<file path="config.mk">
export PLATFORM = sky130hd
export DESIGN_NAME = sha_round
export DESIGN_NICKNAME = d
export VERILOG_FILES = /design/src/hw/rtl/sha_pkg.sv /design/src/hw/rtl/sha_round.sv
export SDC_FILE = /design/constraint.sdc
export NUM_CORES = 1
export LEC_CHECK = 0
export BUFFER_PORTS_ARGS = -buffer_cell sky130_fd_sc_hd__buf_2
export CORE_AREA = 2 2 214 216
export DETAILED_ROUTE_END_ITERATION = 16
export DIE_AREA = 0 0 216 218
export SYNTH_ARGS = -nofsm -noshare
export SYNTH_HDL_FRONTEND = slang
export SYNTH_SLANG_ARGS = --single-unit
</file>
<file path="constraint.sdc">
create_clock -name vclk -period 55.8
set_input_delay 16.74 -clock vclk [all_inputs]
set_output_delay 16.74 -clock vclk [all_outputs]
set_load 0.03 [all_outputs]
</file>
<file path="src/hw/rtl/sha_pkg.sv">
package sha_pkg;

   localparam int WordWidth  = 32;
   localparam int CountWidth = 61;
   localparam int Rounds     = 64;
   localparam int WinDepth   = 16;

   localparam logic [7:0] PadByte = 8'h80;

   typedef enum logic [0:0] {
      OP_BYTE   = 1'b0,
      OP_FINISH = 1'b1
   } op_type;

   typedef struct packed {
      logic [31:0] hash_word;
      logic [2:0]  word_index;
      logic        last;
   } rsp_type;

   typedef struct packed {
      logic op;
      logic [7:0] data_byte;
   } req_type;

   function automatic logic [31:0] rotr(input logic [31:0] x, input int n);
      rotr = (x >> n) | (x << (32 - n));
   endfunction

   function automatic logic [31:0] round_const(input logic [5:0] t);
      logic [31:0] k [64];
      k = '{
         32'h428a2f98, 32'h71374491, 32'hb5c0fbcf, 32'he9b5dba5, 32'h3956c25b, 32'h59f111f1,
         32'h923f82a4, 32'hab1c5ed5, 32'hd807aa98, 32'h12835b01, 32'h243185be, 32'h550c7dc3,
         32'h72be5d74, 32'h80deb1fe, 32'h9bdc06a7, 32'hc19bf174, 32'he49b69c1, 32'hefbe4786,
         32'h0fc19dc6, 32'h240ca1cc, 32'h2de92c6f, 32'h4a7484aa, 32'h5cb0a9dc, 32'h76f988da,
         32'h983e5152, 32'ha831c66d, 32'hb00327c8, 32'hbf597fc7, 32'hc6e00bf3, 32'hd5a79147,
         32'h06ca6351, 32'h14292967, 32'h27b70a85, 32'h2e1b2138, 32'h4d2c6dfc, 32'h53380d13,
         32'h650a7354, 32'h766a0abb, 32'h81c2c92e, 32'h92722c85, 32'ha2bfe8a1, 32'ha81a664b,
         32'hc24b8b70, 32'hc76c51a3, 32'hd192e819, 32'hd6990624, 32'hf40e3585, 32'h106aa070,
         32'h19a4c116, 32'h1e376c08, 32'h2748774c, 32'h34b0bcb5, 32'h391c0cb3, 32'h4ed8aa4a,
         32'h5b9cca4f, 32'h682e6ff3, 32'h748f82ee, 32'h78a5636f, 32'h84c87814, 32'h8cc70208,
         32'h90befffa, 32'ha4506ceb, 32'hbef9a3f7, 32'hc67178f2};
      round_const = k[t];
   endfunction

   function automatic logic [31:0] init_hash(input logic [2:0] i);
      logic [31:0] h [8];
      h = '{32'h6a09e667, 32'hbb67ae85, 32'h3c6ef372, 32'ha54ff53a,
            32'h510e527f, 32'h9b05688c, 32'h1f83d9ab, 32'h5be0cd19};
      init_hash = h[i];
   endfunction

endpackage

</file>
<file path="src/hw/rtl/sha_round.sv">
module sha_round import sha_pkg::*; (
   input  logic [255:0] work_in,
   input  logic [31:0]  w,
   input  logic [5:0]   t,
   output logic [255:0] work_out
);
   logic [31:0] a, b, c, d, e, f, g, h, t1, t2, ch, maj, s0, s1;
   always_comb begin
      {a, b, c, d, e, f, g, h} = work_in;
      ch  = (e & f) ^ (~e & g);
      maj = (a & b) ^ (a & c) ^ (b & c);
      s0  = rotr(a, 2) ^ rotr(a, 13) ^ rotr(a, 22);
      s1  = rotr(e, 6) ^ rotr(e, 11) ^ rotr(e, 25);
      t1  = h + s1 + ch + round_const(t) + w;
      t2  = s0 + maj;
      work_out = {t1 + t2, a, b, c, d + t1, e, f, g};
   end
endmodule

</file>
==> impl_metrics.py <==
metrics = {
    "status": {
        "run_status": "complete, no violations",
    },
    "clock_tree": {
        "postCtsHoldBufs": 0,
        "post_cts_resize_count": 0,
        "cts_setup_buffers": 0,
    },
    "global_routing": {
        "grt_pass1_vias": 14242,
        "largest_net_degree_at_the_start_of_global_routing": 78,
        "grt_antenna_before_repair": 4,
        "groute.usage.overall_pct": 27.15,
        "grt_pass1_wl_mm": 95.19,
        "globalRouteOverflowTotal": 0,
    },
    "floorplan": {
        "floorplan.initialDensity_pct": 31.03,
        "core_mm2": 0.04489,
        "io_count": 550,
        "floorplan.die.height_um": 218,
        "placementRows": 78,
        "dieArea_mm2": 0.04709,
        "floorplan.die.width_um": 216,
    },
    "sta": {
        "finalSetupViolCount": 0,
        "clock.fmax_mhz": 23.20,
        "slew-limit-headroom_pct": 40.42,
        "period_share_pct": 77.23,
        "grt_setup_unrepaired": "false",
        "finalMaxSlewViolations": 0,
        "fin_crit_ps": 43090,
        "max_slew.worst_pin.slew_ps": 893.7,
        "setup_tns_ps": 0,
        "hold_violations_final": 0,
    },
    "drt": {
        "ant_nets": 0,
        "initial_drt_markers": 1102,
        "route.vias.total": 14472,
        "first_pass_iters": 7,
        "avgRoutedWirePerCell_um": 24.34,
        "drc_errors": 0,
        "routed_via_density": 5.234,
        "wl_mm": 67.29,
    },
    "layout": {
        "final_common_cell": "buf_2",
        "num-clock-buffers": 0,
        "seq_cell_area_um2": 0,
        "number_of_antenna_diodes": 0,
        "design.seq.count": 0,
        "area_growth_from_synthesis_to_final_layout_pct": 13.38,
        "layout-drive-gt1-share_pct": 28.22,
        "most_frequent_cells_in_the_layout": "buf_2 (548), inv_1 (239), xnor2_1 (159)",
        "nets": 2693,
    },
    "critical_path": {
        "endpoint_kind": "output port",
        "timing.critical_path.slowest_stage_cell": "a311oi_1",
        "critical-path-top-delay-family": "adder cells",
        "worstSetupPathType": "in -> out",
        "largest_fanout_on_the_critical_path": 19,
        "critical_path_required_ps": 39060,
        "cp_slowest_stage_delay_ps": 780,
        "worstSetupStartpointType": "input port",
        "critPathBufInv": 6,
        "cp_common_cell": "fa_1",
        "worst_ep_arrival_time_ps": 26350,
    },
    "yosys": {
        "synthesized_net_count": 2394,
        "proportion_of_synthesized_chip_area_in_sequential_cells_pct": 0,
        "synth_top_cell_by_area": "fa_1",
        "synth.lib_cells_used.distinct": 72,
        "synth_top_area_share_pct": 17.96,
        "post_synthesis_cells": 1868,
        "synthesis.area_mm2": 0.01393,
        "yosys-top-cells-area": "fa_1 (18%), buf_4 (10%), xnor2_1 (10%)",
        "synth_area_per_cell_um2": 7.458,
        "synth_warnings": 0,
    },
    "placed_design": {
        "place.detailed.hpwl_mm": 58.05,
        "placement.io_buffers": 550,
        "final_replace_weighted_congestion": 1.015,
    },
    "flow_run": {
        "timing.max_cap.violations": 0,
    },
    "min_path": {
        "holdCritPathClass": "in -> out",
    },
}
==> cell usage after synthesis, types with 4 or more instances <==
master,count
a221oi_1,4
o21ai_0,150
nor3_1,22
fa_1,125
o211ai_1,22
o21a_1,24
o31ai_1,9
o21bai_1,11
mux4_2,9
a21oi_1,124
mux2_2,28
nor2b_1,13
buf_4,192
xor2_1,62
a21boi_0,4
or3_1,7
nand4b_1,4
buf_1,17
mux2i_1,14
clkbuf_1,52
nor2_1,95
xnor2_1,159
ha_1,107
a311oi_1,6
nand3_1,31
a21o_1,68
and3_1,9
a211oi_1,22
nand4_1,4
a31oi_1,15
o311ai_0,7
nand2b_1,16
a31o_2,5
nand3b_1,8
inv_1,239
nand2_1,122
o22ai_1,7
and2_1,4
==> path summary, 6_finish.rpt <==
path                     from             to  slack (ps)  cells past startpoint
hold / removal    work_in[48]   work_out[16]       33740                      2
setup / recovery         t[1]  work_out[250]       12710                     31
==> per-layer routing <==
metal  global-route usage, %  vias to the layer above  part of all wire [%]
li1                        -                     6705                     -
met1                   32.52                     7036                    39
met2                   51.18                      627                    52
met3                   1.953                      100                   5.3
met4                   8.836                        4                   3.8
met5                       0                        -                 0.037
==> cell type report <==
| class | count | area (um^2) |
|---|---|---|
| fill | 4856 | 29100 |
| multi-input combinational | 1364 | 11310 |
| tap | 600 | 750.7 |
| inverter | 242 | 908.4 |
| timing repair buffer | 559 | 2825 |
==> per-stage QoR <==
| step | setup slack, ps | area, um^2 | utilization [%] | hold slack, ps | cells |
|---|---|---|---|---|---|
| after floorplan | 14620 | 13930 | - | 33610 | 1868 |
| after global placement | 12950 | 15800 | 35.19 | 33740 | 2765 |
| after detailed placement | 12790 | 15800 | 35.19 | 33740 | 2765 |
| after CTS | 12750 | 15800 | 35.19 | 33750 | 2765 |
| after global routing | 12160 | 15800 | 35.19 | 33750 | 2765 |
| final | 12710 | 15800 | 35.19 | 33740 | 2765 |
==> cell families after synthesis <==
kind of cell / after synthesis / share of synthesized area [%]
mux: 51 / 4.724
simple gates: 341 / 11.18
buf+inv: 504 / 18.81
xor+xnor: 221 / 13.89
compound gates: 516 / 23.61
fa+ha+maj: 235 / 27.79
Power is left out: the tool's default activity adds up to more than one toggle a clock period on the data nets, which glitch-free logic cannot reach.
